**src/hw/rtl/ipmac_pkg.sv**
```systemverilog
// ----------------------------------------------------------------------------
// ipmac_pkg
// Types and codes shared by the IPv4-to-MAC exact-match table.
// ----------------------------------------------------------------------------
package ipmac_pkg;

    typedef enum logic [1:0]
    {
        MODE_ADD  = 2'd0,
        MODE_DEL  = 2'd1,
        MODE_MOD  = 2'd2,
        MODE_LOOK = 2'd3
    } mode_t;

    typedef struct packed
    {
        mode_t       mode;
        logic [31:0] ip_key;
        logic [31:0] new_ip_key;
        logic [47:0] mac_in;
    } req_t;

    typedef struct packed
    {
        logic        ok;
        logic [47:0] mac_out;
    } rsp_t;

    typedef enum logic [1:0]
    {
        ST_IDLE   = 2'd0,
        ST_SCAN   = 2'd1,
        ST_DRAIN  = 2'd2,
        ST_COMMIT = 2'd3
    } state_t;

    // controller to datapath
    typedef struct packed
    {
        logic load;
        logic scan_en;
        logic commit;
    } dp_cmd_t;

    // datapath to controller
    typedef struct packed
    {
        logic scan_last;
    } dp_status_t;

endpackage

```
**src/hw/rtl/ipmac_ctrl.sv**
```systemverilog
// ----------------------------------------------------------------------------
// ipmac_ctrl
// Sequencer: accepts an item, steps the table scan, commits and hands off
// the result to the output register.
// ----------------------------------------------------------------------------
module ipmac_ctrl
    import ipmac_pkg::*;
(
    input  logic       clk,
    input  logic       rst_n,
    input  logic       req_valid,
    output logic       req_stall,
    output logic       rsp_valid,
    input  logic       rsp_stall,
    output dp_cmd_t    cmd,
    input  dp_status_t status
);

    state_t state_reg;
    state_t state_next;
    logic   rsp_valid_reg;
    logic   rsp_valid_next;

    always_ff @(posedge clk or negedge rst_n)
    begin
        if (!rst_n)
        begin
            state_reg     <= ST_IDLE;
            rsp_valid_reg <= 1'b0;
        end
        else
        begin
            state_reg     <= state_next;
            rsp_valid_reg <= rsp_valid_next;
        end
    end

    // next state
    always_comb
    begin
        state_next = state_reg;
        case (state_reg)
            ST_IDLE:
            begin
                if (req_valid)
                begin
                    state_next = ST_SCAN;
                end
            end
            ST_SCAN:
            begin
                if (status.scan_last)
                begin
                    state_next = ST_DRAIN;
                end
            end
            ST_DRAIN:
            begin
                state_next = ST_COMMIT;
            end
            ST_COMMIT:
            begin
                if (!rsp_valid_reg || !rsp_stall)
                begin
                    state_next = ST_IDLE;
                end
            end
            default:
            begin
                state_next = ST_IDLE;
            end
        endcase
    end

    // outputs
    always_comb
    begin
        req_stall   = 1'b1;
        cmd.load    = 1'b0;
        cmd.scan_en = 1'b0;
        cmd.commit  = 1'b0;
        case (state_reg)
            ST_IDLE:
            begin
                req_stall = 1'b0;
                cmd.load  = req_valid;
            end
            ST_SCAN:
            begin
                cmd.scan_en = 1'b1;
            end
            ST_DRAIN:
            begin
                cmd.scan_en = 1'b0;
            end
            ST_COMMIT:
            begin
                // wait until the previous result has been taken
                cmd.commit = !rsp_valid_reg || !rsp_stall;
            end
            default:
            begin
                req_stall = 1'b1;
            end
        endcase
    end

    always_comb
    begin
        if (cmd.commit)
        begin
            rsp_valid_next = 1'b1;
        end
        else if (!rsp_stall)
        begin
            rsp_valid_next = 1'b0;
        end
        else
        begin
            rsp_valid_next = rsp_valid_reg;
        end
    end

    assign rsp_valid = rsp_valid_reg;

endmodule

```
**src/hw/rtl/ipmac_dp.sv**
```systemverilog
// ----------------------------------------------------------------------------
// ipmac_dp
// Datapath: item register, key/MAC memories, valid bits, scan compare and
// the commit logic that updates the table and builds the result.
// ----------------------------------------------------------------------------
module ipmac_dp
    import ipmac_pkg::*;
#(
    parameter int TABLE_ENTRIES = 16,
    localparam int IDX_W = $clog2(TABLE_ENTRIES)
)
(
    input  logic       clk,
    input  logic       rst_n,
    input  req_t       req,
    input  dp_cmd_t    cmd,
    output dp_status_t status,
    output rsp_t       rsp
);

    req_t               item_reg;
    rsp_t               rsp_reg;
    logic [IDX_W-1:0]   cnt_reg;

    logic [31:0]        mem_ip  [TABLE_ENTRIES];
    logic [47:0]        mem_mac [TABLE_ENTRIES];
    logic [TABLE_ENTRIES-1:0] valid_reg;

    logic [31:0]        rd_ip_reg;
    logic [47:0]        rd_mac_reg;
    logic [IDX_W-1:0]   cmp_idx_reg;
    logic               cmp_vld_reg;

    logic               hit_reg;
    logic [IDX_W-1:0]   hit_idx_reg;
    logic [47:0]        hit_mac_reg;
    logic               nhit_reg;
    logic [IDX_W-1:0]   nhit_idx_reg;
    logic               free_reg;
    logic [IDX_W-1:0]   free_idx_reg;

    logic               ent_vld;
    logic               key_match;
    logic               nkey_match;

    logic               res_ok;
    logic [47:0]        res_mac;
    logic               wr_en;
    logic [IDX_W-1:0]   wr_addr;
    logic [31:0]        wr_ip;
    logic               set_vld;
    logic               clr_vld;

    assign status.scan_last = (cnt_reg == IDX_W'(TABLE_ENTRIES - 1));

    always_ff @(posedge clk)
    begin
        if (cmd.load)
        begin
            item_reg <= req;
        end
    end

    always_ff @(posedge clk or negedge rst_n)
    begin
        if (!rst_n)
        begin
            cnt_reg     <= '0;
            cmp_vld_reg <= 1'b0;
        end
        else
        begin
            cmp_vld_reg <= cmd.scan_en;
            if (cmd.load)
            begin
                cnt_reg <= '0;
            end
            else if (cmd.scan_en)
            begin
                cnt_reg <= cnt_reg + IDX_W'(1);
            end
        end
    end

    // one entry read per cycle, write only at commit
    always_ff @(posedge clk)
    begin
        if (wr_en)
        begin
            mem_ip[wr_addr]  <= wr_ip;
            mem_mac[wr_addr] <= item_reg.mac_in;
        end
        if (cmd.scan_en)
        begin
            rd_ip_reg   <= mem_ip[cnt_reg];
            rd_mac_reg  <= mem_mac[cnt_reg];
            cmp_idx_reg <= cnt_reg;
        end
    end

    assign ent_vld    = valid_reg[cmp_idx_reg];
    assign key_match  = cmp_vld_reg && ent_vld && (rd_ip_reg == item_reg.ip_key);
    assign nkey_match = cmp_vld_reg && ent_vld && (rd_ip_reg == item_reg.new_ip_key);

    always_ff @(posedge clk or negedge rst_n)
    begin
        if (!rst_n)
        begin
            hit_reg  <= 1'b0;
            nhit_reg <= 1'b0;
            free_reg <= 1'b0;
        end
        else if (cmd.load)
        begin
            hit_reg  <= 1'b0;
            nhit_reg <= 1'b0;
            free_reg <= 1'b0;
        end
        else
        begin
            if (key_match && !hit_reg)
            begin
                hit_reg <= 1'b1;
            end
            if (nkey_match && !nhit_reg)
            begin
                nhit_reg <= 1'b1;
            end
            // lowest free slot wins
            if (cmp_vld_reg && !ent_vld && !free_reg)
            begin
                free_reg <= 1'b1;
            end
        end
    end

    always_ff @(posedge clk)
    begin
        if (key_match && !hit_reg)
        begin
            hit_idx_reg <= cmp_idx_reg;
            hit_mac_reg <= rd_mac_reg;
        end
        if (nkey_match && !nhit_reg)
        begin
            nhit_idx_reg <= cmp_idx_reg;
        end
        if (cmp_vld_reg && !ent_vld && !free_reg)
        begin
            free_idx_reg <= cmp_idx_reg;
        end
    end

    always_comb
    begin
        res_ok  = 1'b0;
        res_mac = '0;
        wr_en   = 1'b0;
        wr_addr = hit_idx_reg;
        wr_ip   = item_reg.ip_key;
        set_vld = 1'b0;
        clr_vld = 1'b0;
        case (item_reg.mode)
            MODE_ADD:
            begin
                res_ok  = !hit_reg && free_reg;
                wr_addr = free_idx_reg;
                wr_en   = res_ok;
                set_vld = res_ok;
            end
            MODE_DEL:
            begin
                res_ok  = hit_reg;
                clr_vld = hit_reg;
            end
            MODE_MOD:
            begin
                // new key may sit in the same slot as the old one
                res_ok = hit_reg && (!nhit_reg || (nhit_idx_reg == hit_idx_reg));
                wr_ip  = item_reg.new_ip_key;
                wr_en  = res_ok;
            end
            MODE_LOOK:
            begin
                res_ok  = hit_reg;
                res_mac = hit_reg ? hit_mac_reg : 48'd0;
            end
            default:
            begin
                res_ok = 1'b0;
            end
        endcase
        wr_en   = wr_en && cmd.commit;
        set_vld = set_vld && cmd.commit;
        clr_vld = clr_vld && cmd.commit;
    end

    always_ff @(posedge clk or negedge rst_n)
    begin
        if (!rst_n)
        begin
            valid_reg <= '0;
        end
        else
        begin
            if (set_vld)
            begin
                valid_reg[free_idx_reg] <= 1'b1;
            end
            if (clr_vld)
            begin
                valid_reg[hit_idx_reg] <= 1'b0;
            end
        end
    end

    always_ff @(posedge clk)
    begin
        if (cmd.commit)
        begin
            rsp_reg.ok      <= res_ok;
            rsp_reg.mac_out <= res_mac;
        end
    end

    assign rsp = rsp_reg;

endmodule

```
**src/hw/rtl/ipv4_to_mac_table_top.sv**
```systemverilog
// ----------------------------------------------------------------------------
// ipv4_to_mac_table_top
// Exact-match table mapping IPv4 keys to MAC addresses.
// ----------------------------------------------------------------------------
// Each request item carries one operation (add, delete, modify, lookup) and
// yields exactly one response item. The table keeps TABLE_ENTRIES slots in a
// key memory and a MAC memory with one read port each, plus a valid bit per
// slot held in flops and cleared by reset, so the table is empty right after
// reset with no clearing pass. Every item walks all slots through the single
// read port, one slot per cycle, then commits its update; the next item is
// taken only after that commit. The response sits in an output register, so
// the next request is taken while the previous response still waits on
// rsp_stall; the commit of that next item holds until the response register
// is free. Add uses the lowest free slot; modify may keep the same key.
module ipv4_to_mac_table_top
    import ipmac_pkg::*;
#(
    parameter int TABLE_ENTRIES = 16
)
(
    input  logic clk,
    input  logic rst_n,
    input  logic req_valid,
    output logic req_stall,
    input  req_t req,
    output logic rsp_valid,
    input  logic rsp_stall,
    output rsp_t rsp
);

    dp_cmd_t    cmd;
    dp_status_t status;

    ipmac_ctrl u_ctrl
    (
        .clk       (clk),
        .rst_n     (rst_n),
        .req_valid (req_valid),
        .req_stall (req_stall),
        .rsp_valid (rsp_valid),
        .rsp_stall (rsp_stall),
        .cmd       (cmd),
        .status    (status)
    );

    ipmac_dp
    #(
        .TABLE_ENTRIES (TABLE_ENTRIES)
    )
    u_dp
    (
        .clk    (clk),
        .rst_n  (rst_n),
        .req    (req),
        .cmd    (cmd),
        .status (status),
        .rsp    (rsp)
    );

endmodule

```
**config.mk**
```make
export PLATFORM = sky130hd
export DESIGN_NAME = ipv4_to_mac_table_top
export DESIGN_NICKNAME = d
export VERILOG_FILES = /design/src/hw/rtl/ipmac_pkg.sv /design/src/hw/rtl/ipmac_ctrl.sv /design/src/hw/rtl/ipmac_dp.sv /design/src/hw/rtl/ipv4_to_mac_table_top.sv
export SDC_FILE = /design/constraint.sdc
export NUM_CORES = 1
export LEC_CHECK = 0
export BUFFER_PORTS_ARGS = -buffer_cell sky130_fd_sc_hd__clkbuf_2
export CORE_AREA = 2 2 374 376
export DETAILED_ROUTE_END_ITERATION = 8
export DIE_AREA = 0 0 376 378
export PLACE_DENSITY_LB_ADDON = 0.2
export RECOVER_POWER = 25
export SLEW_MARGIN = 20
export SYNTH_ARGS = -nofsm -noshare
export SYNTH_HDL_FRONTEND = slang
export SYNTH_HIERARCHICAL = 1
export SYNTH_SLANG_ARGS = --single-unit
export TNS_END_PERCENT = 1
```
**constraint.sdc**
```tcl
create_clock -name clk -period 7.7 [get_ports clk]
set_clock_uncertainty 0.15 [all_clocks]
set_input_delay 1.155 -clock clk [delete_from_list [all_inputs] [get_ports clk]]
set_output_delay 1.155 -clock clk [all_outputs]
set_load 0.005 [all_outputs]
```
# Word level (Yosys, flattened, before mapping)
# Memory sizes are Yosys's and may differ from the RTL's. A register that Yosys moved wholly into a read port is not among the register bits.
# Index checks and enable logic that the tools add are counted.
dict set report word_totals {
  register_bits 254
  latchBits 0
  ramBits 1280
  mem_bits_ro 0
  in_bits 118
  out_inout_bits 51
  word_cells 109
  mem_count 2
}
# memory depth word_bits read_ports rd_clocked_by_memory_dff write_ports line
set memory_table {}
lappend memory_table {u_dp.mem_mac 16 48 1 1 1 ipmac_dp.sv:26} ;# logic [47:0] mem_mac [TABLE_ENTRIES];
lappend memory_table {u_dp.mem_ip 16 32 1 1 1 ipmac_dp.sv:25} ;# logic [31:0] mem_ip [TABLE_ENTRIES];
dict set report op_classes {
  add_sub_neg 1
  multipliers 0
  div_mod_pow 0
  order_cmp 5
  eq_ne 14
  shifts 0
  mux 34
  n_bitwise 3
  n_reduce_logical 31
}
# operator n
set ops {}
lappend ops {{equality test 32 bit} 2}
lappend ops {{2-to-1 mux 16 bit} 2}
lappend ops {{2-to-1 mux 32 bit} 1}
lappend ops {{2-to-1 mux 1 bit} 19}
lappend ops {{AND 16 bit} 1}
lappend ops {{NOT 16 bit} 1}
lappend ops {{OR 16 bit} 1}
lappend ops {{< comparator 4 x 5 -> 1 bit, second input constant} 3}
lappend ops {{logical AND 1 bit} 14}
lappend ops {{2-to-1 mux 4 bit} 3}
lappend ops {{demux 1 bit (select 4 bit)} 2}
lappend ops {{equality test 2 bit, second input constant} 4}
lappend ops {{greater-or-equal comparator 4 x 1 -> 1 bit, second input constant} 2}
lappend ops {{case mux 2 bit (4 select lines)} 1}
lappend ops {{nonzero test 2 bit} 4}
lappend ops {{logical NOT 1 bit} 6}
lappend ops {{2-to-1 mux 2 bit} 3}
lappend ops {{adder 4 x 1 -> 4 bit, second input constant} 1}
lappend ops {{binary-select mux 1 bit (select 4 bit)} 1}
lappend ops {{equality test 2 x 1 -> 1 bit, second input constant} 2}
lappend ops {{equality test 4 bit} 1}
lappend ops {{equality test 4 bit, second input constant} 1}
lappend ops {{logical NOT 2 bit} 2}
lappend ops {{!= test 2 x 1 -> 1 bit, second input constant} 2}
lappend ops {{7 further kinds} 9}

# Depth between registers and ports, before layout
dict set report depth {
  ltp_word 8
  depth_mapped 7
}

# By module
# The synthesis kept the hierarchy.
# mod instances cells_each area_per_inst_um2 seq_area_each_um2
set by_module_without_submodules {}
lappend by_module_without_submodules {ipmac_dp 1 2425 60088.9 48256.3}
lappend by_module_without_submodules {ipmac_ctrl 1 21 235.2 75.1}

# Least setup slack after synthesis
# Ideal clock, no wire load.
dict set report synth_path {
  kind {input to register}
  from {input rsp_stall}
  to {memory u_dp.mem_ip[2][0] (enable)}
  setup_ps 519
  t_arrival_ps 5583
  required_time_ps 7031
  path_slack_ps 1448
  path_stages 5
  n_path_buf 1
  path_cell_list {a21boi_0 > buf_4 > nor2b_1 > nand3_1 > nor2_1}
}
# item line
set synth_rtl {}
lappend synth_rtl {{start, declared} ipv4_to_mac_table_top.sv:27} ;# input logic rsp_stall,
lappend synth_rtl {{end, declared} ipmac_dp.sv:25}

# Final worst setup path
dict set report layout_path {
  from {register u_dp/item_reg[112] in the netlist's numbering}
  to {memory u_dp.mem_ip[15][29] (enable)}
}
dict set report layout_between {
  elab_chain_cells 5
  elab_cells_between_ends 7
  cone_classes {eq/ne (1); mux (4); reduce/logical (2)}
}
# item line
set layout_rtl {}
lappend layout_rtl {{start, declared} ipmac_dp.sv:21} ;# req_t item_reg;
lappend layout_rtl {{start signal, assigned} ipmac_dp.sv:60} ;# item_reg <= req;
lappend layout_rtl {{equality test 2 bit / logical NOT 2 bit (equally long branches)} ipmac_dp.sv:163} ;# case (item_reg.mode)
lappend layout_rtl {{case mux 1 bit (2 select lines)} ipmac_dp.sv:163}
lappend layout_rtl {{logical AND 1 bit} ipmac_dp.sv:193} ;# wr_en = wr_en && cmd.commit;
lappend layout_rtl {{2-to-1 mux 1 bit} ipmac_dp.sv:88} ;# if (wr_en)
lappend layout_rtl {{2-to-1 mux 1 bit (not written as such)} ipmac_dp.sv:90} ;# mem_ip[wr_addr] <= wr_ip;
# Several ways; a longest one is shown, not always the timed one.

==> metrics.md <==
| Metric | Value |
|---|---|
| H-tree depth | 4 |
| Synthesized flop and latch total | 1614 |
| Vias in the first global route | 27569 |
| Nets | 2840 |
| CTS tree | done |
| Share of layout cells above drive strength 1 | a little over 30% |
| Fillers | 10844 |
| Gpl congestion | 0.756 |
| Clock-pin slew of the registers on the worst-case setup and hold paths | around 60 ps |
| Finished Layout Cells | 4654 |
| Root buffer cell | clkbuf_16 |
| CP Data Arrival Time | 4200 ps |
| Violated checks | max-capacitance violations, max-slew violations |
| Power, Total | 23.3 mW |
| Lkg Pwr | 21.3 nW |
| Remaining DRCs | 0 |
| Setup TNS | 0 ps |
| Max IR drop VDD | 286 uV |
| Relative slew slack | -13.2% |
| Routed wire per std cell | 28.7 um |
| Worst setup SP type | flip-flop |
| Die area | 142000 um^2 |
| Grt ovf | 0 |
| Num CTS Buffers | 164 |
| I/O Buffers | 168 |
| Core area | 139000 um^2 |
| Placed cell areas | 63500 um^2 |
| Commonest non-fill, non-tap cell in the layout | edfxtp_1 |
| Register area share after synthesis | about four fifths |
| Crit-path max FO | 43 |
| Final setup violation count | 0 |
| Die X | 376 um |
| P&R area growth vs syn | 14.2% |
| Mapped Cells | around 2400 |
| Unique masters post-synth | 41 |
| Post-CTS sizing | 0 |
| Routed Wire Length | around 130000 um |
| Post-route clock period utilization | 51.4% |
| Reg area | 48300 um^2 |
| Max reg flops | 768 |
| # Post-CTS Setup Buffers | 0 |
| Detailed-route via count | 26333 |
| Hold Violations, Final | 0 |
| Avg Cell Area, Syn | 24.7 um^2 |
| Final instance area | 68900 um^2 |
| Starting Density | a little over two fifths |
| Sink Count | 1614 |
| Vias/cell | 5.66 |
| YS warnings | 6 |
| Initial antenna violation count | 3 |
| HPWL Detailed | slightly above 70000 um |
| Total Routing Usage GR | between 10% and 20% |
| First-pass GRT wire length | 194000 um |
| Run status | finished, violations left |
| Most frequent cells in the layout | 1587 x edfxtp_1, 400 x mux4_2, 166 x clkbuf_16, 128 x clkbuf_2, 70 x clkbuf_1 |
| Final core utilization | 49.7% |
| Worst Setup Path Type | reg2reg |
| Post-DRT Antenna Nets | 0 |
| PD cells | approximately 340 nW/um^2 |
| Mapped Nets | 2570 |
| Hold WS | approximately 260 ps |
| Boundary Pins | between 150 and 200 |
| Slew Viols, Final | 28 |
| Hold buffer count at cts | 0 |
| Hold Crit Class | reg2reg |
| Minimum clock period | 3960 ps |
| Largest net degree at the start of global routing | 129 |
| Setup WS post-layout | around 3700 ps |
| Crit path required time | 7940 ps |
| Rows | roughly 140 |
| Max Freq | 253 MHz |
| Mapped Area | ~60000 um^2 |
| ANT cells | 0 |
| Initial drt markers | 2573 |
| Pre-antenna DRT Iters | 8 |
| Unrepaired setup endpoints after global routing | no |
| Least-Margin Pin Slew | 1700 ps |
| Critical Path Sink Type | flip-flop |
| Max clock buf depth | 3 |
| Area of the multi-input gates | 11500 um^2 |
| Die Ht | 378 um |
| Cell count after placement | around 4400 |
| Place WS | 3380 ps |
| Max cap viols | 1 |
| Clk Latency, worst-skew pair | 790 ps |
-- critical path, stage by stage (launching register included) --
cell	delay [ps]
edfxtp_1	520
nor2_1	710
mux2i_1	280
nand3_1	340
nor2_4	170
buf_4	600
buf_4	730
-- cells in the mapped netlist --
cell type | n | area (um^2)
edfxtp_1 | 1587 | 47700
buf_4 | 1 | 7.51
mux4_2 | 400 | 9010
nor2_1 | 35 | 131
nand3_2 | 1 | 10.0
a31oi_1 | 6 | 37.5
a21boi_0 | 1 | 7.51
ha_1 | 6 | 75.1
o211ai_1 | 3 | 22.5
inv_1 | 7 | 26.3
and4b_1 | 1 | 10.0
o221ai_2 | 1 | 15.0
nand2b_1 | 2 | 12.5
buf_6 | 31 | 349
nand3_1 | 5 | 25.0
xor2_1 | 6 | 52.6
nand4_1 | 17 | 106
mux2i_1 | 13 | 130
o41ai_1 | 1 | 8.76
nand4b_1 | 1 | 8.76
nor3_1 | 3 | 15.0
o21ai_0 | 2 | 10.0
clkbuf_1 | 47 | 176
nor2b_1 | 10 | 62.6
and3_1 | 4 | 25.0
nor4_1 | 4 | 25.0
nor4b_1 | 1 | 8.76
mux2_4 | 1 | 15.0
a22oi_1 | 4 | 30.0
buf_1 | 16 | 60.1
a31o_2 | 1 | 8.76
mux2_2 | 32 | 360
a21o_1 | 2 | 15.0
buf_2 | 9 | 45.0
xnor2_1 | 65 | 569
and4_1 | 1 | 8.76
o31ai_1 | 1 | 7.51
nand2_1 | 10 | 37.5
dfrtp_1 | 27 | 676
a21oi_1 | 31 | 155
and2_1 | 50 | 313
-- report_power, final --
part	internal, mW	switching [mW]
logic	2.02	2.09
clock network	4.70	3.31
registers	10.6	0.593
-- worst paths after layout --
path / start / cells past startpoint / slack, ps / end
setup / recovery: u_dp/item_reg[112] / 6 / 3740 / u_dp/mem_ip[15][29]
hold / removal: u_dp/rd_mac_reg[6] / 0 / 260 / u_dp/hit_mac_reg[6]
setup reg to reg: u_dp/item_reg[112] / 6 / 3740 / u_dp/mem_ip[15][29]
hold reg to reg: u_dp/rd_mac_reg[6] / 0 / 260 / u_dp/hit_mac_reg[6]
max in group asynchronous: rst_n / 1 / 5520 / u_dp/cnt_reg[1]
min in group asynchronous: rst_n / 1 / 660 / u_dp/free_reg
-- per-layer routing --
metal | share of wire [%] | vias to the layer above | GRT usage [%]
li1 | - | 10975 | -
met1 | 43 | 14351 | 26.6
met2 | 50 | 836 | 31.5
met3 | 5.6 | 171 | 3.31
met4 | 1.8 | 0 | 4.63
met5 | 0 | - | 0
-- final cells by class --
type | instances | share of cell area (%)
clock buffers | 201 | 6.30
repair buffers | 208 | 1.86
flip-flops and latches | 1614 | 70.2
multi-input cells | 721 | 16.7
well taps | 1807 | 3.28
inverters | 7 | 0.0382
clock inverters | 96 | 1.63
-- cells by family after synthesis --
logic type / synth area share (%)
xor+xnor: 1.03
flops: 80.1
simple gates: 1.33
fa+ha+maj: 0.124
buf+inv: 1.10
compound gates: 0.527
mux: 15.8
Note: power is estimated with default switching activity, not from simulation.
